$ cat src/json_string_unescape_utf8_core_macros.svh
`ifndef JSON_STRING_UNESCAPE_UTF8_CORE_MACROS_SVH
`define JSON_STRING_UNESCAPE_UTF8_CORE_MACROS_SVH

// Same-cycle implication, sampled on clk and disabled while rst_n is low.
`define JSU_ASSERT_IMP(lbl, ante, cons, msg) \
  lbl: assert property (@(posedge clk) disable iff (!rst_n) (ante) |-> (cons)) \
    else $error(msg);

// Next-cycle implication, sampled on clk and disabled while rst_n is low.
`define JSU_ASSERT_NXT(lbl, ante, cons, msg) \
  lbl: assert property (@(posedge clk) disable iff (!rst_n) (ante) |=> (cons)) \
    else $error(msg);

`endif

$ cat src/jsu_pkg.sv
package jsu_pkg;

  localparam logic [15:0] JSU_CAP_RESET   = 16'd256;
  localparam int unsigned JSU_QUEUE_DEPTH = 4;
  localparam int unsigned JSU_OUT_DEPTH   = 4;

  // Characters with a meaning of their own in the string syntax.
  localparam logic [7:0] CH_NUL    = 8'h00;
  localparam logic [7:0] CH_BS_CTL = 8'h08;
  localparam logic [7:0] CH_TAB    = 8'h09;
  localparam logic [7:0] CH_LF     = 8'h0A;
  localparam logic [7:0] CH_FF     = 8'h0C;
  localparam logic [7:0] CH_CR     = 8'h0D;
  localparam logic [7:0] CH_SPACE  = 8'h20;
  localparam logic [7:0] CH_QUOTE  = 8'h22;
  localparam logic [7:0] CH_BSLASH = 8'h5C;
  localparam logic [7:0] CH_LOW_B  = 8'h62;
  localparam logic [7:0] CH_LOW_F  = 8'h66;
  localparam logic [7:0] CH_LOW_N  = 8'h6E;
  localparam logic [7:0] CH_LOW_R  = 8'h72;
  localparam logic [7:0] CH_LOW_T  = 8'h74;
  localparam logic [7:0] CH_LOW_U  = 8'h75;

  localparam logic [15:0] SUR_HIGH_MIN = 16'hD800;
  localparam logic [15:0] SUR_HIGH_MAX = 16'hDBFF;
  localparam logic [15:0] SUR_LOW_MIN  = 16'hDC00;
  localparam logic [15:0] SUR_LOW_MAX  = 16'hDFFF;
  localparam logic [20:0] CP_1B_LIM    = 21'h00080;
  localparam logic [20:0] CP_2B_LIM    = 21'h00800;
  localparam logic [20:0] CP_3B_LIM    = 21'h10000;

  typedef struct packed {
    logic [7:0] in_byte;
    logic       start_value;
    logic       end_of_text;
  } jsu_in_t;

  typedef struct packed {
    logic [7:0]  out_byte;
    logic        done_res;
    logic [15:0] total_length;
    logic        last;
  } jsu_out_t;

  typedef struct packed {
    logic       ok;
    logic [3:0] val;
  } jsu_hex_t;

  // One classified text byte as it travels from the front end to the engine.
  typedef struct packed {
    logic [7:0] sym;
    logic       start;
    logic       eot;
    logic       hex_ok;
    logic [3:0] hex_val;
  } jsu_item_t;

  function automatic jsu_hex_t jsu_hex(input logic [7:0] c);
    jsu_hex_t   h;
    logic [7:0] d;
    h.ok  = 1'b0;
    h.val = 4'd0;
    d     = 8'd0;
    if (c >= 8'h30 && c <= 8'h39) begin
      d = c - 8'h30;
      h = '{ok: 1'b1, val: d[3:0]};
    end else if (c >= 8'h61 && c <= 8'h66) begin
      d = c - 8'h57;
      h = '{ok: 1'b1, val: d[3:0]};
    end else if (c >= 8'h41 && c <= 8'h46) begin
      d = c - 8'h37;
      h = '{ok: 1'b1, val: d[3:0]};
    end
    return h;
  endfunction

endpackage

$ cat src/jsu_fifo.sv
module jsu_fifo import jsu_pkg::*; #(
  parameter int unsigned WIDTH = 8,
  parameter int unsigned DEPTH = JSU_QUEUE_DEPTH
) (
  input  logic             clk,
  input  logic             rst_n,
  input  logic             push,
  input  logic [WIDTH-1:0] din,
  output logic             full,
  input  logic             pop,
  output logic [WIDTH-1:0] dout,
  output logic             empty
);

  localparam int unsigned AW = (DEPTH > 1) ? $clog2(DEPTH) : 1;
  localparam int unsigned CW = $clog2(DEPTH + 1);

  logic [WIDTH-1:0] mem_r [DEPTH];
  logic [AW-1:0]    wp_r, wp_nxt, rp_r, rp_nxt;
  logic [CW-1:0]    cnt_r, cnt_nxt;
  logic             do_push, do_pop;

  assign full    = (cnt_r == CW'(DEPTH));
  assign empty   = (cnt_r == '0);
  assign do_push = push && !full;
  assign do_pop  = pop && !empty;
  assign dout    = mem_r[rp_r];

  always_comb begin
    wp_nxt  = wp_r;
    rp_nxt  = rp_r;
    cnt_nxt = cnt_r;
    if (do_push) begin
      wp_nxt = (wp_r == AW'(DEPTH - 1)) ? '0 : wp_r + AW'(1);
    end
    if (do_pop) begin
      rp_nxt = (rp_r == AW'(DEPTH - 1)) ? '0 : rp_r + AW'(1);
    end
    if (do_push && !do_pop) begin
      cnt_nxt = cnt_r + CW'(1);
    end else if (do_pop && !do_push) begin
      cnt_nxt = cnt_r - CW'(1);
    end
  end

  always_ff @(posedge clk) begin
    if (!rst_n) begin
      wp_r  <= '0;
      rp_r  <= '0;
      cnt_r <= '0;
    end else begin
      wp_r  <= wp_nxt;
      rp_r  <= rp_nxt;
      cnt_r <= cnt_nxt;
    end
  end

  always_ff @(posedge clk) begin
    if (do_push) begin
      mem_r[wp_r] <= din;
    end
  end

endmodule

$ cat src/jsu_front.sv
module jsu_front import jsu_pkg::*; (
  input  logic      clk,
  input  logic      rst_n,
  input  logic      in_valid,
  input  jsu_in_t   in_data,
  output logic      in_stall,
  output logic      dn_valid,
  output jsu_item_t dn_item,
  input  logic      dn_ready
);

  logic      vld_r, vld_nxt;
  jsu_item_t item_r, item_nxt;
  jsu_hex_t  hx;
  logic      take;

  assign in_stall = vld_r && !dn_ready;
  assign take     = in_valid && !in_stall;
  assign dn_valid = vld_r;
  assign dn_item  = item_r;

  // A zero byte ends the text just like the explicit end marker.
  always_comb begin
    hx       = jsu_hex(in_data.in_byte);
    item_nxt = '{sym:     in_data.in_byte,
                 start:   in_data.start_value,
                 eot:     in_data.end_of_text || (in_data.in_byte == CH_NUL),
                 hex_ok:  hx.ok,
                 hex_val: hx.val};
    vld_nxt  = vld_r;
    if (take) begin
      vld_nxt = 1'b1;
    end else if (dn_ready) begin
      vld_nxt = 1'b0;
    end
  end

  always_ff @(posedge clk) begin
    if (!rst_n) begin
      vld_r <= 1'b0;
    end else begin
      vld_r <= vld_nxt;
      if (take) begin
        item_r <= item_nxt;
      end
    end
  end

endmodule

$ cat src/jsu_back.sv
`include "json_string_unescape_utf8_core_macros.svh"

module jsu_back import jsu_pkg::*; (
  input  logic        clk,
  input  logic        rst_n,
  input  logic [15:0] cap_i,
  input  logic        q_valid,
  input  jsu_item_t   q_item,
  output logic        q_pop,
  input  logic        out_full,
  output logic        out_push,
  output jsu_out_t    out_beat
);

  typedef enum logic [3:0] {
    PH_SEEK, PH_STR, PH_ESC, PH_HEX, PH_PAIR_BS, PH_PAIR_U, PH_PAIR_HEX, PH_FULL, PH_DONE
  } phase_t;

  phase_t      ph_r, ph_nxt, ph_b;
  logic [2:0]  hc_r, hc_nxt, hc_b;
  logic [15:0] acc_r, acc_nxt, acc_b, acc_n;
  logic [15:0] high_r, high_nxt, high_b;
  logic [15:0] len_r, len_nxt, len_b;
  logic [7:0]  held_r [6];
  logic [7:0]  held_nxt [6];
  logic [7:0]  bst_r [4];
  logic [7:0]  bst_nxt [4];
  logic [2:0]  bcnt_r, bcnt_nxt;
  logic [7:0]  rp_r [6];
  logic [7:0]  rp_nxt [6];
  logic [2:0]  rpc_r, rpc_nxt;
  logic        retake_r, retake_nxt;
  jsu_item_t   cur_r, cur_nxt;
  jsu_out_t    hold_r, hold_nxt;
  logic        hold_v_r, hold_v_nxt, hold_last_r, hold_last_nxt;

  logic [15:0] cap_e;
  logic        busy, adv, act, src_rp, src_re, clr, fin, busy_nxt;
  logic [7:0]  sym;
  logic        s_end, ws;
  jsu_hex_t    hx;
  logic        e_emit, e_fin, b_load, rp_load, res_v;
  logic [7:0]  e_byte;
  logic [20:0] b_code;
  logic [2:0]  enc_n;
  logic [7:0]  enc [4];
  jsu_out_t    res;

  always_comb begin
    cap_e  = (cap_i == '0) ? 16'd1 : cap_i;
    busy   = (bcnt_r != '0) || (rpc_r != '0) || retake_r;
    adv    = !out_full;
    act    = adv && (busy || q_valid);
    src_rp = (rpc_r != '0);
    src_re = !src_rp && retake_r;
    q_pop  = act && !busy;
    clr    = q_pop && q_item.start;

    if (src_rp) begin
      sym   = rp_r[0];
      s_end = 1'b0;
      hx    = jsu_hex(rp_r[0]);
    end else if (src_re) begin
      sym   = cur_r.sym;
      s_end = cur_r.eot;
      hx    = '{ok: cur_r.hex_ok, val: cur_r.hex_val};
    end else begin
      sym   = q_item.sym;
      s_end = q_item.eot;
      hx    = '{ok: q_item.hex_ok, val: q_item.hex_val};
    end
    ws = (sym == CH_SPACE) || (sym >= CH_TAB && sym <= CH_CR);

    ph_b   = clr ? PH_SEEK : ph_r;
    hc_b   = clr ? 3'd0 : hc_r;
    acc_b  = clr ? 16'd0 : acc_r;
    high_b = clr ? 16'd0 : high_r;
    len_b  = clr ? 16'd0 : len_r;
    acc_n  = {acc_b[11:0], hx.val};

    ph_nxt     = ph_b;
    hc_nxt     = hc_b;
    acc_nxt    = acc_b;
    high_nxt   = high_b;
    len_nxt    = len_b;
    held_nxt   = held_r;
    bst_nxt    = bst_r;
    bcnt_nxt   = bcnt_r;
    rp_nxt     = rp_r;
    rpc_nxt    = rpc_r;
    retake_nxt = retake_r;
    cur_nxt    = cur_r;

    e_emit  = 1'b0;
    e_fin   = 1'b0;
    e_byte  = 8'd0;
    b_load  = 1'b0;
    b_code  = 21'd0;
    rp_load = 1'b0;
    res_v   = 1'b0;
    res     = '{out_byte: 8'd0, done_res: 1'b0, total_length: len_b, last: 1'b0};

    if (act && (bcnt_r != '0)) begin
      // Drain one byte of a pending UTF-8 sequence.
      e_emit   = 1'b1;
      e_byte   = bst_r[0];
      bcnt_nxt = bcnt_r - 3'd1;
      for (int i = 0; i < 3; i++) begin
        bst_nxt[i] = bst_r[i + 1];
      end
    end else if (act) begin
      if (src_rp) begin
        rpc_nxt = rpc_r - 3'd1;
        for (int i = 0; i < 5; i++) begin
          rp_nxt[i] = rp_r[i + 1];
        end
      end else if (src_re) begin
        retake_nxt = 1'b0;
      end else begin
        cur_nxt    = q_item;
        retake_nxt = 1'b0;
      end

      case (ph_b)
        PH_DONE: begin
          ph_nxt = PH_DONE;
        end
        PH_FULL: begin
          e_fin = 1'b1;
        end
        PH_SEEK: begin
          if (s_end) begin
            e_fin = 1'b1;
          end else if (sym == CH_QUOTE) begin
            ph_nxt = (cap_e == 16'd1) ? PH_FULL : PH_STR;
          end else if (!ws) begin
            e_fin = 1'b1;
          end
        end
        PH_STR: begin
          if (s_end || sym == CH_QUOTE) begin
            e_fin = 1'b1;
          end else if (sym == CH_BSLASH) begin
            ph_nxt = PH_ESC;
          end else begin
            e_emit = 1'b1;
            e_byte = sym;
          end
        end
        PH_ESC: begin
          if (s_end) begin
            e_fin = 1'b1;
          end else begin
            ph_nxt = PH_STR;
            e_emit = 1'b1;
            case (sym)
              CH_LOW_N: e_byte = CH_LF;
              CH_LOW_T: e_byte = CH_TAB;
              CH_LOW_R: e_byte = CH_CR;
              CH_LOW_B: e_byte = CH_BS_CTL;
              CH_LOW_F: e_byte = CH_FF;
              CH_LOW_U: begin
                e_emit  = 1'b0;
                ph_nxt  = PH_HEX;
                hc_nxt  = 3'd0;
                acc_nxt = 16'd0;
              end
              default: e_byte = sym;
            endcase
          end
        end
        PH_HEX: begin
          if (!s_end && hx.ok) begin
            held_nxt[hc_b] = sym;
            acc_nxt        = acc_n;
            hc_nxt         = hc_b + 3'd1;
            if (hc_b == 3'd3) begin
              if (acc_n >= SUR_HIGH_MIN && acc_n <= SUR_HIGH_MAX) begin
                high_nxt = acc_n;
                ph_nxt   = PH_PAIR_BS;
              end else begin
                ph_nxt = PH_STR;
                b_load = 1'b1;
                b_code = {5'd0, acc_n};
              end
            end
          end else begin
            // Give back the 'u' and the digits seen so far as plain text.
            ph_nxt     = PH_STR;
            rp_load    = 1'b1;
            rp_nxt[0]  = CH_LOW_U;
            rp_nxt[1]  = held_r[0];
            rp_nxt[2]  = held_r[1];
            rp_nxt[3]  = held_r[2];
            rpc_nxt    = hc_b + 3'd1;
            retake_nxt = 1'b1;
          end
        end
        PH_PAIR_BS: begin
          if (!s_end && sym == CH_BSLASH) begin
            held_nxt[0] = CH_BSLASH;
            ph_nxt      = PH_PAIR_U;
          end else begin
            ph_nxt     = PH_STR;
            b_load     = 1'b1;
            b_code     = {5'd0, high_b};
            retake_nxt = 1'b1;
          end
        end
        PH_PAIR_U: begin
          if (!s_end && sym == CH_LOW_U) begin
            held_nxt[1] = CH_LOW_U;
            hc_nxt      = 3'd0;
            acc_nxt     = 16'd0;
            ph_nxt      = PH_PAIR_HEX;
          end else begin
            ph_nxt     = PH_STR;
            b_load     = 1'b1;
            b_code     = {5'd0, high_b};
            rp_load    = 1'b1;
            rp_nxt[0]  = held_r[0];
            rpc_nxt    = 3'd1;
            retake_nxt = 1'b1;
          end
        end
        PH_PAIR_HEX: begin
          if (!s_end && hx.ok) begin
            held_nxt[hc_b + 3'd2] = sym;
            acc_nxt               = acc_n;
            hc_nxt                = hc_b + 3'd1;
            if (hc_b == 3'd3) begin
              ph_nxt = PH_STR;
              b_load = 1'b1;
              if (acc_n >= SUR_LOW_MIN && acc_n <= SUR_LOW_MAX) begin
                b_code = CP_3B_LIM + {1'b0, high_b[9:0], acc_n[9:0]};
              end else begin
                // Not a low half: encode the high half alone, then rescan
                // the whole second escape as text.
                b_code  = {5'd0, high_b};
                rp_load = 1'b1;
                for (int i = 0; i < 5; i++) begin
                  rp_nxt[i] = held_r[i];
                end
                rp_nxt[5] = sym;
                rpc_nxt   = 3'd6;
              end
            end
          end else begin
            ph_nxt  = PH_STR;
            b_load  = 1'b1;
            b_code  = {5'd0, high_b};
            rp_load = 1'b1;
            for (int i = 0; i < 6; i++) begin
              rp_nxt[i] = held_r[i];
            end
            rpc_nxt    = hc_b + 3'd2;
            retake_nxt = 1'b1;
          end
        end
        default: begin
          ph_nxt = PH_DONE;
        end
      endcase
    end

    // UTF-8 form of a code point, lead byte first.
    enc[0] = b_code[7:0];
    enc[1] = 8'd0;
    enc[2] = 8'd0;
    enc[3] = 8'd0;
    if (b_code < CP_1B_LIM) begin
      enc_n = 3'd1;
    end else if (b_code < CP_2B_LIM) begin
      enc_n  = 3'd2;
      enc[0] = {3'b110, b_code[10:6]};
      enc[1] = {2'b10, b_code[5:0]};
    end else if (b_code < CP_3B_LIM) begin
      enc_n  = 3'd3;
      enc[0] = {4'b1110, b_code[15:12]};
      enc[1] = {2'b10, b_code[11:6]};
      enc[2] = {2'b10, b_code[5:0]};
    end else begin
      enc_n  = 3'd4;
      enc[0] = {5'b11110, b_code[20:18]};
      enc[1] = {2'b10, b_code[17:12]};
      enc[2] = {2'b10, b_code[11:6]};
      enc[3] = {2'b10, b_code[5:0]};
    end
    // A code point that does not fit the room left is dropped whole.
    if (b_load && (({1'b0, len_b} + {14'd0, enc_n}) < {1'b0, cap_e})) begin
      bst_nxt  = enc;
      bcnt_nxt = enc_n;
    end

    if (e_fin) begin
      res_v  = 1'b1;
      res    = '{out_byte: 8'd0, done_res: 1'b1, total_length: len_b, last: 1'b0};
      ph_nxt = PH_DONE;
    end else if (e_emit) begin
      res_v   = 1'b1;
      len_nxt = len_b + 16'd1;
      res     = '{out_byte: e_byte, done_res: 1'b0, total_length: len_nxt, last: 1'b0};
      if (({1'b0, len_b} + 17'd2) >= {1'b0, cap_e}) begin
        ph_nxt = PH_FULL;
      end
    end

    // The newest result waits in the hold register until it is known whether
    // it closes its input item.
    busy_nxt = (bcnt_nxt != '0) || (rpc_nxt != '0) || retake_nxt;
    fin      = act && !busy_nxt;
    out_push = adv && hold_v_r && (hold_last_r || res_v || fin);
    out_beat = '{out_byte:     hold_r.out_byte,
                 done_res:     hold_r.done_res,
                 total_length: hold_r.total_length,
                 last:         hold_last_r || !res_v};

    hold_nxt      = hold_r;
    hold_v_nxt    = hold_v_r;
    hold_last_nxt = hold_last_r;
    if (res_v) begin
      hold_nxt      = res;
      hold_v_nxt    = 1'b1;
      hold_last_nxt = fin;
    end else if (out_push) begin
      hold_v_nxt    = 1'b0;
      hold_last_nxt = 1'b0;
    end
  end

  always_ff @(posedge clk) begin
    if (!rst_n) begin
      ph_r        <= PH_SEEK;
      hc_r        <= 3'd0;
      acc_r       <= 16'd0;
      high_r      <= 16'd0;
      len_r       <= 16'd0;
      bcnt_r      <= 3'd0;
      rpc_r       <= 3'd0;
      retake_r    <= 1'b0;
      hold_v_r    <= 1'b0;
      hold_last_r <= 1'b0;
    end else begin
      ph_r        <= ph_nxt;
      hc_r        <= hc_nxt;
      acc_r       <= acc_nxt;
      high_r      <= high_nxt;
      len_r       <= len_nxt;
      bcnt_r      <= bcnt_nxt;
      rpc_r       <= rpc_nxt;
      retake_r    <= retake_nxt;
      hold_v_r    <= hold_v_nxt;
      hold_last_r <= hold_last_nxt;
      held_r      <= held_nxt;
      bst_r       <= bst_nxt;
      rp_r        <= rp_nxt;
      cur_r       <= cur_nxt;
      hold_r      <= hold_nxt;
    end
  end

  `JSU_ASSERT_IMP(a_rp_load_idle, rp_load, rpc_r == 3'd0, "replay loaded over pending replay")
  `JSU_ASSERT_IMP(a_done_no_burst, ph_r == PH_DONE, bcnt_r == 3'd0, "UTF-8 bytes pending after done")
  `JSU_ASSERT_IMP(a_hex_count, ph_r == PH_HEX || ph_r == PH_PAIR_HEX, hc_r <= 3'd3,
                  "hex digit count out of range")
  `JSU_ASSERT_NXT(a_item_closed, fin, !hold_v_r || hold_last_r, "finished item left open result")

endmodule

$ cat src/json_string_unescape_utf8_core.sv
// JSON string value decoder. Text bytes of one value enter on the in_ channel
// (in_valid/in_stall, payload in_data), one byte per beat; start_value on a
// beat clears the decoder before that byte, and end_of_text (or a zero byte)
// ends the text. Decoded UTF-8 bytes leave on the out_ channel
// (out_valid/out_stall, payload out_data), closed by one done beat that
// carries the final length. last marks the final result beat of an input beat.
// cfg_we/cfg_wdata set the buffer capacity; write it only while idle.
// Path: each accepted beat passes the front-end register, the item queue,
// the engine and its hold register, and the output queue. A step that gives
// no result, such as the step that completes a \u escape, delays the results
// behind it. The decode engine runs one step per cycle while the output queue
// has room. It takes no new beat from the item queue while UTF-8 bytes, bytes
// that a broken escape gives back, or the byte that broke it are still pending;
// the given-back bytes are handled as text before the byte that broke it.
// Reset (synchronous, rst_n low) empties both queues, sets the capacity to
// 256 and puts the decoder back to seeking the opening quote.
// When the receiver stalls, the output queue fills, the engine holds, the
// input queue fills and in_stall rises; no beat is lost or repeated.
module json_string_unescape_utf8_core import jsu_pkg::*; #(
  parameter int unsigned QUEUE_DEPTH = JSU_QUEUE_DEPTH,
  parameter int unsigned OUT_DEPTH   = JSU_OUT_DEPTH
) (
  input  logic        clk,
  input  logic        rst_n,
  input  logic        in_valid,
  input  jsu_in_t     in_data,
  output logic        in_stall,
  output logic        out_valid,
  output jsu_out_t    out_data,
  input  logic        out_stall,
  input  logic        cfg_we,
  input  logic [15:0] cfg_wdata
);

  localparam int unsigned ItemW = $bits(jsu_item_t);
  localparam int unsigned OutW  = $bits(jsu_out_t);

  // Capacity register: room for the string plus a terminator.
  logic [15:0] cap_r, cap_nxt;

  logic             fr_valid, fr_ready, q_full, q_empty, q_pop;
  jsu_item_t        fr_item, q_item;
  logic [ItemW-1:0] q_dout;
  logic             o_push, o_full, o_empty;
  jsu_out_t         o_beat;
  logic [OutW-1:0]  o_dout;

  assign cap_nxt = cfg_we ? cfg_wdata : cap_r;

  always_ff @(posedge clk) begin
    if (!rst_n) begin
      cap_r <= JSU_CAP_RESET;
    end else begin
      cap_r <= cap_nxt;
    end
  end

  // Front end: takes a beat and classifies it (end marker, hex digit).
  jsu_front u_front (
    .clk      (clk),
    .rst_n    (rst_n),
    .in_valid (in_valid),
    .in_data  (in_data),
    .in_stall (in_stall),
    .dn_valid (fr_valid),
    .dn_item  (fr_item),
    .dn_ready (fr_ready)
  );

  assign fr_ready = !q_full;

  // Queue that decouples the front end from the decode engine.
  jsu_fifo #(
    .WIDTH (ItemW),
    .DEPTH (QUEUE_DEPTH)
  ) u_item_q (
    .clk   (clk),
    .rst_n (rst_n),
    .push  (fr_valid),
    .din   (fr_item),
    .full  (q_full),
    .pop   (q_pop),
    .dout  (q_dout),
    .empty (q_empty)
  );

  assign q_item = jsu_item_t'(q_dout);

  // Decode engine: escapes, surrogate pairing, replay of held bytes, UTF-8.
  jsu_back u_back (
    .clk      (clk),
    .rst_n    (rst_n),
    .cap_i    (cap_r),
    .q_valid  (!q_empty),
    .q_item   (q_item),
    .q_pop    (q_pop),
    .out_full (o_full),
    .out_push (o_push),
    .out_beat (o_beat)
  );

  // Output queue absorbs the bursts of a multi-byte code point.
  jsu_fifo #(
    .WIDTH (OutW),
    .DEPTH (OUT_DEPTH)
  ) u_out_q (
    .clk   (clk),
    .rst_n (rst_n),
    .push  (o_push),
    .din   (o_beat),
    .full  (o_full),
    .pop   (out_valid && !out_stall),
    .dout  (o_dout),
    .empty (o_empty)
  );

  assign out_valid = !o_empty;
  assign out_data  = jsu_out_t'(o_dout);

endmodule
$ cat config.mk
export PLATFORM = sky130hd
export DESIGN_NAME = json_string_unescape_utf8_core
export DESIGN_NICKNAME = d
export VERILOG_FILES = /design/src/jsu_pkg.sv /design/src/jsu_fifo.sv /design/src/jsu_front.sv /design/src/jsu_back.sv /design/src/json_string_unescape_utf8_core.sv
export VERILOG_INCLUDE_DIRS = /design/src /design/src/src
export SDC_FILE = /design/constraint.sdc
export NUM_CORES = 1
export LEC_CHECK = 0
export ABC_CLOCK_PERIOD_IN_PS = 15700
export BUFFER_PORTS_ARGS = -buffer_cell sky130_fd_sc_hd__buf_4
export CAP_MARGIN = 10
export CORE_UTILIZATION = 60
export CTS_BUF_LIST = sky130_fd_sc_hd__clkbuf_16
export CTS_CLUSTER_SIZE = 40
export DETAILED_ROUTE_END_ITERATION = 10
export GPL_TIMING_DRIVEN = 0
export PLACE_DENSITY_LB_ADDON = 0.3
export SLEW_MARGIN = 20
export SYNTH_ARGS = -nofsm -noshare
export SYNTH_HDL_FRONTEND = slang
export SYNTH_HIERARCHICAL = 1
export SYNTH_SLANG_ARGS = --single-unit
export TNS_END_PERCENT = 50
$ cat constraint.sdc
create_clock -name clk -period 15.7 [get_ports clk]
set_input_delay 1.57 -clock clk [delete_from_list [all_inputs] [get_ports clk]]
set_output_delay 1.57 -clock clk [all_outputs]
set_load 0.01 [all_outputs]
# Word level (Yosys, flattened, before mapping)
# Memory sizes are Yosys's and may differ from the RTL's. A register that Yosys moved wholly into a read port is not among the register bits.
# Cells that the tools add are included.
# Widths: inputs -> output; s select.
# classes
muxes	178
n_eq_ne	31
n_reduce_logical	92
n_addsub	22
bitwise	7
order_cmp	27
# ops
op	n
$mux 16	23
$mux 48	5
$mux 21	8
$mux 8	13
$bwmux 48	2
$mux 32	3
$mux 3	28
$pmux 21 s4	1
$pmux 8 s3	3
$mux 4	17
$pmux 32 s2	1
$eq 8x7->1 const B	7
$demux 8 s3	2
$pmux 16 s3	1
$pmux 24 s2	1
$pmux 8 s6	1
$mux 1	41
$mux 40	1
$logic_and 1x1->1	34
$mux 17	2
$ge 16x16->1 const B	2
$ge 8x7->1 const B	4
$le 16x16->1 const B	2
$le 8x7->1 const B	4
other kinds (58)	151
# word_totals
output_inout_bits	28
ff_bits	277
ramBits	164
memories	2
in_bits	31
elab_cells	407
# mem_list
name	depth	width	rd	rd_clocked_by_memory_dff	write_ports	line_no	text
u_out_q.mem_r	4	26	1	1	1	jsu_fifo.sv:18	logic [WIDTH-1:0] mem_r [DEPTH];
u_item_q.mem_r	4	15	1	1	1	jsu_fifo.sv:18	

# Logic depth before layout (Yosys ltp)
# Gate-level depths: netlist of run 1.
# depth
ltp_word	36
mapped_depth	48
ltp_nobuf	42

# By module
# Netlist of run 1, hierarchy kept.
# by_module_without_submodules
module	n_inst	seq_area_each_um2	cells_each	area_per_inst_um2
jsu_back	1	6125.9	1479	13474.2
jsu_fifo (u_out_q)	1	3303.2	187	4277.9
jsu_fifo (u_item_q)	1	1981.9	129	2667.6
jsu_front	1	470.5	48	704.4
json_string_unescape_utf8_core	1	320.3	55	628.1

# Worst setup path after synthesis of run 1
# No wires, ideal clock.
# synth_path
path_kind	register to register
start	reg with a tool-made name
end	reg u_out_q.cnt_r[2]
path_stages_with_launch	48
t_arrival_ns	9.442
period_less_slack_ns	9.518
required_time_ns	15.624
n_path_buf	10
setup_time_ns	0.076
slack_ns	6.182
cell_sequence	dfxtp_1 -> buf_6 -> mux4_1 -> nand2_1 -> or3_1 -> buf_2 -> clkbuf_1 -> clkbuf_1 -> buf_1 -> nand2_1 -> ha_1 -> clkbuf_1 -> a21boi_0 -> o31ai_2 -> nand3_1 -> buf_2 -> a21o_1 -> o31ai_1 -> [... 12 more ...] -> a21oi_1 -> nor2b_1 -> o21ai_0 -> a21oi_1 -> or4_1 -> a211o_1 -> mux2_4 -> o31ai_4 -> o311ai_1 -> a21oi_1 -> nor2b_1 -> buf_2 -> ha_1 -> inv_1 -> fa_1 -> xor2_1 -> or3_1 -> a21boi_0
# synth_lines
item	line_no	text
end signal, assigned	jsu_fifo.sv:54	cnt_r <= cnt_nxt;
end, declared	jsu_fifo.sv:20	logic [CW-1:0] cnt_r, cnt_nxt;

# Worst setup path in the final report of run 1
# layout_path
start	reg u_out_q.cnt_r[0]
end	reg u_out_q.cnt_r[2]
# layout_via
elab_chain_cells	33
word_cells_on_any_way	102
classes_between	6 x add/sub; 8 x order compare; 9 x eq/ne; 49 x mux; 30 x reduce/logical
# layout_rtl
item	line_no	text
$eq 3x3->1 (*)	jsu_fifo.sv:23	assign full = (cnt_r == CW'(DEPTH));
net o_full	json_string_unescape_utf8_core.sv:44	logic o_push, o_full, o_empty;
$logic_not 1->1 (*)	jsu_back.sv:52	adv = !out_full;
$logic_and 1x1->1	jsu_back.sv:53	act = adv && (busy || q_valid);
$logic_and 1x1->1	jsu_back.sv:56	q_pop = act && !busy;
$logic_and 1x1->1	jsu_back.sv:57	clr = q_pop && q_item.start;
$mux 16	jsu_back.sv:76	acc_b = clr ? 16'd0 : acc_r;
$ge 16x16->1, or another cell as far along	jsu_back.sv:234	if (acc_n >= SUR_LOW_MIN && acc_n <= SUR_LOW_MAX) begin
[... 20 more ...]	-	
$logic_or 1x1->1	jsu_back.sv:312	out_push = adv && hold_v_r && (hold_last_r || res_v || fin);
$logic_and 1x1->1 (*)	jsu_back.sv:312	
net o_push	json_string_unescape_utf8_core.sv:44	
$logic_and 1x1->1 (*)	jsu_fifo.sv:25	assign do_push = push && !full;
net u_out_q.do_push	jsu_fifo.sv:21	logic do_push, do_pop;
$logic_not 1->1	jsu_fifo.sv:41	end else if (do_pop && !do_push) begin
$logic_and 1x1->1	jsu_fifo.sv:41	
$reduce_bool 2->1 (no source line)	-	
# Mark *: on every way through the listed nets, which the timed path passes. The rest lies on a longest branch. The select of a mux whose other input is x is not followed.
# A chain may end at the register's enable or synchronous reset.

==> flow_metrics.py, run 1 <==
metrics = {
    "finish": {
        "multi_input_comb_area_um2": 8850,
        "seq_area_um2": 12200,
        "num_antenna_cells": 0,
        "fillerInstances": 2571,
        "fraction_of_final_layout_cells_sized_beyond_drive_strength_1_pct": 11.9,
        "syn_to_final_growth_pct": 12.4,
        "final_net_count": 2105,
        "final_cell_area_um2": 24400,
    },
    "synth": {
        "synth_top_area_share_pct": 47.4,
        "synthesis.area_um2": 21800,
        "synth_edf_count": 343,
        "syn_area_per_cell_um2": 11.5,
        "synthesis.nets": 1997,
        "asyncSetResetFlopFracSynth_pct": 0,
        "synth-main-ff-cell": "sky130_fd_sc_hd__edfxtp_1",
        "seq_area_frac_synth_pct": 56.1,
        "synth_area_leader_cell": "sky130_fd_sc_hd__edfxtp_1",
        "synth.ff_latch_count": 438,
        "synth.top_cells.by_area": "sky130_fd_sc_hd__edfxtp_1 (47%), sky130_fd_sc_hd__dfxtp_1 (8.7%), sky130_fd_sc_hd__nand2_1 (4.0%)",
        "cells_after_synthesis": 1898,
        "yosysWarningCount": 6,
        "post_synth_num_cell_types": 91,
    },
    "route": {
        "route.top_layer_used": "met4",
        "routed_wl_um": 58900,
        "remaining_drc_errors": 2,
        "vias_per_cell": 6.55,
        "firstDrtPassIters": 10,
        "drt-met1-wl_um": 24600,
        "met2_wirelength_um": 26600,
        "via_count": 16400,
        "drt_iter0_markers": 1885,
        "route.met3.wl_um": 5620,
        "drt.antenna.violating_nets": 0,
        "route.detailed.wl_per_inst_um": 23.6,
    },
    "sta": {
        "fmax_mhz": 76.2,
        "rsz0062_at_grt": "false",
        "setup_viol_count_final": 0,
        "pins_over_their_slew_limit": 0,
        "worst_pin_slew_ns": 1.19,
        "relSlewSlack_pct": 20.2,
        "finalSetupTns_ns": 0,
        "fin_ws_ns": 2.58,
        "finalHoldViolCount": 0,
        "period_needed_ns": 13.12,
        "final_min_period_over_clock_period_pct": 83.6,
        "fin_worst_skew_ns": 0.0426,
    },
    "clock_network": {
        "cts_max_path_buffers": 3,
        "cts.clk_slew.worst_paths_ns": 0.07,
        "cts_resized": 0,
        "cts_tree": "yes",
        "clock_latency_ns": 0.60,
        "cts-hold-fix-buffers": 0,
        "cts_root_buf": "sky130_fd_sc_hd__clkbuf_16",
        "numCtsBuffers": 44,
        "htree_num_levels": 2,
        "cts_sinks": 438,
        "cts.repair_timing.setup_buffer_count": 0,
    },
    "place": {
        "hpwl_um": 41100,
        "routabilityCongestion": 0.977,
        "numPortBuffers": 57,
        "placedInstanceArea_um2": 22900,
        "post-place-ws_ns": 3.04,
    },
    "pwr": {
        "power.ir.vdd_worst_mv": 0.105,
        "report.power.total_uw": 4040,
        "power_density_nw_per_um2": 165,
        "leakage_uw": 0.00880,
    },
    "die": {
        "ioPinCount": 59,
        "die_area_um2": 37000,
        "fp.dieW_um": 192,
        "start_util_pct": 61.0,
        "row_count": 69,
        "design.core.area_um2": 35700,
        "die_y_um": 192,
    },
    "setup_path": {
        "type_of_origin_of_the_critical_path": "flip-flop",
        "critPathMostFrequentCell": "sky130_fd_sc_hd__buf_2",
        "cp-end-kind": "flip-flop",
        "timing.critical_path.required_ns": 16.21,
        "crit_fanout": 10,
        "crit_path_top_delay_cell": "sky130_fd_sc_hd__o31ai_2",
        "path_class": "flip-flop to flip-flop",
        "critical_path_arrival_ns": 13.63,
        "critical-path-max-stage-delay_ns": 0.83,
    },
    "global_routing": {
        "groute.usage.overall_pct": 32.0,
        "number_of_antenna_violations_at_the_first_check_in_global_routing": 0,
        "via_count_of_the_first_global_routing_pass": 15500,
        "grt_max_degree": 27,
        "grt_overflow": 0,
        "wire_length_of_the_first_global_routing_pass_um": 89500,
    },
    "flow_run": {
        "max_cap_violations": 0,
    },
    "worst_hold_path": {
        "worst_hold_path_type": "flip-flop to flip-flop",
    },
    "outcome": {
        "violations": "design-rule violations",
        "status": "finished, violations left",
    },
}
## layer usage
layer	vias up	global-route usage, %
li1	7347	-
met4	0	11.8
met2	926	49.0
met5	-	0
met1	7967	45.6
met3	148	6.20
## sequential cells by signal (all words and copies together), names as in the netlist, 3 cells and up, named ones only
name	count
u_back/acc_r	12
u_front/dn_item	15
u_item_q/mem_r	60
u_back/rpc_r	3
u_out_q/mem_r	104
u_out_q/cnt_r	3
u_back/bcnt_r	3
u_back/hc_r	3
u_back/ph_r	4
cap_r	16
u_back/held_r	48
u_back/high_r	16
u_back/len_r	16
u_back/rp_r	48
u_back/cur_r	14
u_back/out_beat	25
u_back/bst_r	29
u_item_q/cnt_r	3
## final cells by class
| cell class | count | share of cell area, % |
|---|---|---|
| inverter | 65 | 0.998 |
| clock buffer | 44 | 4.50 |
| sequential | 438 | 49.9 |
| buffer | 101 | 2.07 |
| clock inverter | 37 | 1.96 |
| multi-input combinational | 1294 | 36.2 |
| timing repair buffer | 62 | 2.00 |
| tap | 461 | 2.36 |
## critical path: cells and delay by family, from the launching register on
kind	cells	cell delay (ns)
flip-flops	1	0.38
buffers and inverters	11	3.47
AND/OR/NAND/NOR	14	3.24
adder cells (fa/ha/maj)	6	1.88
AO/OA/AOI/OAI	14	3.71
XOR/XNOR	2	0.33
## logic make-up (layout without fill, tap and decap cells)
kind of cell,after synthesis,in the layout,share of synthesized area [%]
AO/OA/AOI/OAI,411,411,12.9
buffers and inverters,166,309,3.45
flip-flops,438,438,56.1
adder cells (fa/ha/maj),68,68,4.01
XOR/XNOR,47,47,1.89
multiplexers,101,101,7.34
AND/OR/NAND/NOR,667,667,14.3
## cells in the final DEF, fill, tap and decap left out, types with 9 or more instances in the layout
master,n
sky130_fd_sc_hd__nor2_1,191
sky130_fd_sc_hd__a21oi_1,109
sky130_fd_sc_hd__nand4_1,15
sky130_fd_sc_hd__a21o_1,12
sky130_fd_sc_hd__xnor2_1,22
sky130_fd_sc_hd__clkbuf_1,67
sky130_fd_sc_hd__clkinv_1,11
sky130_fd_sc_hd__mux4_1,9
sky130_fd_sc_hd__mux2_2,20
sky130_fd_sc_hd__xor2_1,25
sky130_fd_sc_hd__bufinv_16,10
sky130_fd_sc_hd__a211oi_1,12
sky130_fd_sc_hd__nor4_1,15
sky130_fd_sc_hd__ha_1,65
sky130_fd_sc_hd__nor3_1,34
sky130_fd_sc_hd__edfxtp_1,343
sky130_fd_sc_hd__mux4_2,32
sky130_fd_sc_hd__nand2_1,231
sky130_fd_sc_hd__buf_2,18
sky130_fd_sc_hd__nor2b_1,28
sky130_fd_sc_hd__mux2i_1,36
sky130_fd_sc_hd__o31ai_1,21
sky130_fd_sc_hd__a221o_1,32
sky130_fd_sc_hd__buf_4,59
sky130_fd_sc_hd__or3_1,17
sky130_fd_sc_hd__a22o_1,16
sky130_fd_sc_hd__nand2b_1,11
sky130_fd_sc_hd__nand3_1,42
sky130_fd_sc_hd__dfxtp_1,95
sky130_fd_sc_hd__and2_1,25
sky130_fd_sc_hd__a22oi_1,17
sky130_fd_sc_hd__clkbuf_16,44
sky130_fd_sc_hd__o21ai_0,82
sky130_fd_sc_hd__a31oi_1,17
sky130_fd_sc_hd__inv_1,68
sky130_fd_sc_hd__and3_1,16
## power by group
part / leakage (uW) / switching, uW / total (uW) / internal [uW]
Clock: 0.000787 / 456 / 1140 / 682
Sequential: 0.00396 / 113 / 1660 / 1540
Combinational: 0.00406 / 814 / 1250 / 433
## Yosys cell counts, types with 20 or more instances
| master | n |
|---|---|
| sky130_fd_sc_hd__a221o_1 | 32 |
| sky130_fd_sc_hd__dfxtp_1 | 95 |
| sky130_fd_sc_hd__nor2_1 | 193 |
| sky130_fd_sc_hd__and2_1 | 29 |
| sky130_fd_sc_hd__mux4_2 | 32 |
| sky130_fd_sc_hd__mux2i_1 | 37 |
| sky130_fd_sc_hd__nand3_1 | 42 |
| sky130_fd_sc_hd__inv_1 | 64 |
| sky130_fd_sc_hd__nand2_1 | 231 |
| sky130_fd_sc_hd__xor2_1 | 25 |
| sky130_fd_sc_hd__o31ai_1 | 21 |
| sky130_fd_sc_hd__nor2b_1 | 28 |
| sky130_fd_sc_hd__nor3_1 | 35 |
| sky130_fd_sc_hd__mux2_2 | 20 |
| sky130_fd_sc_hd__clkbuf_1 | 67 |
| sky130_fd_sc_hd__a21oi_1 | 110 |
| sky130_fd_sc_hd__o21ai_0 | 82 |
| sky130_fd_sc_hd__ha_1 | 65 |
| sky130_fd_sc_hd__xnor2_1 | 22 |
| sky130_fd_sc_hd__edfxtp_1 | 343 |
## through the flow
step                hold WS, ns  instances  util [%]
finish                    0.495       2502      68.6
floorplan                 0.445       1898         -
CTS                       0.494       2502      68.5
global placement          0.468       2416      63.8
global route              0.513       2502      68.6
detailed placement        0.482       2421      64.1
## final timing paths
kind / from / end / slack (ns) / cells after the start
max: u_out_q/cnt_r[0] / u_out_q/cnt_r[2] / 2.58 / 47
min: u_back/acc_r[1] / u_back/high_r[5] / 0.49 / 2
max reg2reg: u_out_q/cnt_r[0] / u_out_q/cnt_r[2] / 2.58 / 47
min reg2reg: u_back/acc_r[1] / u_back/high_r[5] / 0.49 / 2
No activity file was read; power rests on OpenSTA's default activity.
==> run 2: changes to the inputs <==
ABC_CLOCK_PERIOD_IN_PS = 11200   (was 15700)
CORE_UTILIZATION = 57   (was 60)
clock period = 11.2 ns   (was 15.7 ns; I/O delays follow)
==> run 2 against run 1 <==
Compared with the run above:
- largest power group unchanged
- critical endpoint unchanged
- final area rose by 0.58%
- the flow now finishes without violations
- sequential cell count is the same
- via count down 2.2%
- global-route usage down 2.1 points
==> flow_metrics.py, run 2 (same netlist as run 1, synthesis figures left out) <==
metrics = {
    "outcome": {
        "status": "finished clean",
    },
    "setup_path": {
        "cp-end-kind": "flip-flop",
        "critPathMostFrequentCell": "sky130_fd_sc_hd__ha_1",
        "worstReg2RegEnd": "u_out_q/cnt_r[2]",
        "crit_path_top_delay_cell": "sky130_fd_sc_hd__or4_1",
        "path_class": "flip-flop to flip-flop",
        "crit_fanout": 10,
        "reg2reg_setup_slack_ns": 0.38,
        "reg2regPathDepth": 47,
        "timing.critical_path.required_ns": 11.71,
        "type_of_origin_of_the_critical_path": "flip-flop",
        "critical_path_arrival_ns": 11.33,
        "r2r_start": "u_back/rpc_r[0]",
        "timing.critical_path.from": "u_back/rpc_r[0]",
        "critical-path-max-stage-delay_ns": 0.49,
        "endpoint": "u_out_q/cnt_r[2]",
    },
    "global_routing": {
        "grt_overflow": 0,
        "grt_max_degree": 27,
        "wire_length_of_the_first_global_routing_pass_um": 88800,
        "via_count_of_the_first_global_routing_pass": 15300,
        "groute.usage.overall_pct": 30.0,
        "number_of_antenna_violations_at_the_first_check_in_global_routing": 0,
    },
    "worst_hold_path": {
        "worst_hold_path_type": "flip-flop to flip-flop",
        "source_of_the_worst_hold_timing_path": "u_back/high_r[1]",
    },
    "die": {
        "die_area_um2": 38900,
        "row_count": 71,
        "start_util_pct": 57.9,
        "fp.dieW_um": 197,
        "die_y_um": 197,
        "ioPinCount": 59,
        "design.core.area_um2": 37600,
    },
    "finish": {
        "most_common_library_cell_in_the_layout_ignoring_fill_and_taps": "sky130_fd_sc_hd__edfxtp_1",
        "fillerInstances": 2844,
        "num_antenna_cells": 0,
        "top_register": "u_out_q/mem_r",
        "largest_register_ffs": 104,
        "reg_top3": "u_out_q/mem_r: 104 flops, u_item_q/mem_r: 60 flops",
        "layout.cells.most_common_list": "sky130_fd_sc_hd__edfxtp_1 (343), sky130_fd_sc_hd__nand2_1 (230), sky130_fd_sc_hd__nor2_1 (191)",
        "fraction_of_final_layout_cells_sized_beyond_drive_strength_1_pct": 12.9,
        "final_net_count": 2108,
        "syn_to_final_growth_pct": 13.0,
        "layout.cells.non_filler": 2556,
        "final_cell_area_um2": 24600,
    },
    "sta": {
        "final_min_period_over_clock_period_pct": 96.6,
        "fin_worst_skew_ns": 0.0246,
        "finalHoldViolCount": 0,
        "worst_pin_slew_ns": 1.19,
        "period_needed_ns": 10.82,
        "fmax_mhz": 92.4,
        "pins_over_their_slew_limit": 0,
        "relSlewSlack_pct": 20.9,
        "setup_viol_count_final": 0,
    },
    "clock_network": {
        "cts_tree": "yes",
        "cts_max_path_buffers": 3,
        "cts_root_buf": "sky130_fd_sc_hd__clkbuf_16",
        "cts.clk_slew.worst_paths_ns": 0.06,
        "cts-hold-fix-buffers": 0,
        "htree_num_levels": 2,
        "numCtsBuffers": 44,
        "clock_latency_ns": 0.59,
        "cts_sinks": 438,
    },
    "place": {
        "numPortBuffers": 57,
        "placedInstanceArea_um2": 22900,
        "dp.cells": 2471,
        "hpwl_um": 40700,
        "routabilityCongestion": 0.974,
    },
    "route": {
        "vias_per_cell": 6.27,
        "drt.antenna.violating_nets": 0,
        "routed_wl_um": 57800,
        "via_count": 16000,
        "firstDrtPassIters": 5,
        "route.detailed.wl_per_inst_um": 22.6,
        "drt_iter0_markers": 1768,
        "remaining_drc_errors": 0,
    },
    "pwr": {
        "leakage_uw": 0.00881,
        "power_density_nw_per_um2": 227,
        "power.ir.vdd_worst_mv": 0.138,
    },
    "flow_run": {
        "max_cap_violations": 0,
    },
}
[run 2: changes by cell type in the layout (fill, tap and decap cells not counted), sizes merged]
cell and delta:
buf +3, clkinvlp +2, inv +5, bufinv -3
clkinv -3
[run 2: layout make-up]
type	instances	area [um2]	share of cell area [%]
Inverter	65	248	1.01
Tap cell	511	639	2.60
Timing Repair Buffer	66	515	2.10
Clock inverter	38	395	1.61
Multi-Input combinational cell	1294	8970	36.5
Sequential cell	438	12200	49.6
Clock buffer	44	1100	4.48
Buffer	100	517	2.10
[run 2: repair_timing]
item	CTS	global route
setup endpoints to repair	158	107
hold endpoints to repair	0	0
gates resized for setup	9	20
buffers inserted	1	3
pin swaps	1	2
[run 2: worst min-delay path by stage]
stage                           endpoint  cells past startpoint  slack [ns]
finish                  u_back/high_r[1]                      2        0.49
global route            u_back/high_r[3]                      2        0.51
CTS                     u_back/high_r[1]                      2        0.49
detailed placement      u_back/high_r[1]                      2        0.48
global placement    u_item_q/mem_r[2][2]                      0        0.47
floorplan               u_back/high_r[4]                      2        0.44
[run 2: critical path: cells and delay by family, from the launching register on]
kind / cells / cell delay [ns]
AOI/OAI and AO/OA: 14 / 2.94
xor gates and xnor gates: 2 / 0.34
adders and majority gates: 8 / 2.32
buffers and inverters: 10 / 1.88
DFF: 1 / 0.35
and+or+nand+nor: 13 / 2.85
[run 2: stage by stage]
| stage | setup slack (ns) | hold WS, ns | TNS (ns) | utilization (%) | power (uW) |
|---|---|---|---|---|---|
| 3_3_place_gp | -1.73 | 0.467 | -213.66 | 60.7 | 3950 |
| 2_1_floorplan | 1.68 | 0.445 | 0 | - | 3400 |
| 5_1_grt | -0.0256 | 0.510 | -0.0256 | 65.4 | 5820 |
| 4_1_cts | 0.0382 | 0.487 | 0 | 65.1 | 5560 |
| 3_5_place_dp | -1.67 | 0.479 | -160.43 | 61.0 | 4030 |
| 6_report | 0.381 | 0.490 | 0 | 65.4 | 5590 |
[run 2: routing by layer]
metal / GRT usage [%] / vias to the layer above / part of all wire, %
li1: - / 7323 / -
met1: 43.0 / 7860 / 43
met2: 46.6 / 741 / 46
met3: 5.26 / 98 / 8.3
met4: 9.22 / 0 / 2.5
met5: 0 / - / 0
[run 2: report_power, final]
part / internal, uW / switching (uW)
Combinational: 616 / 1140
Sequential: 2160 / 152
Clock: 886 / 633
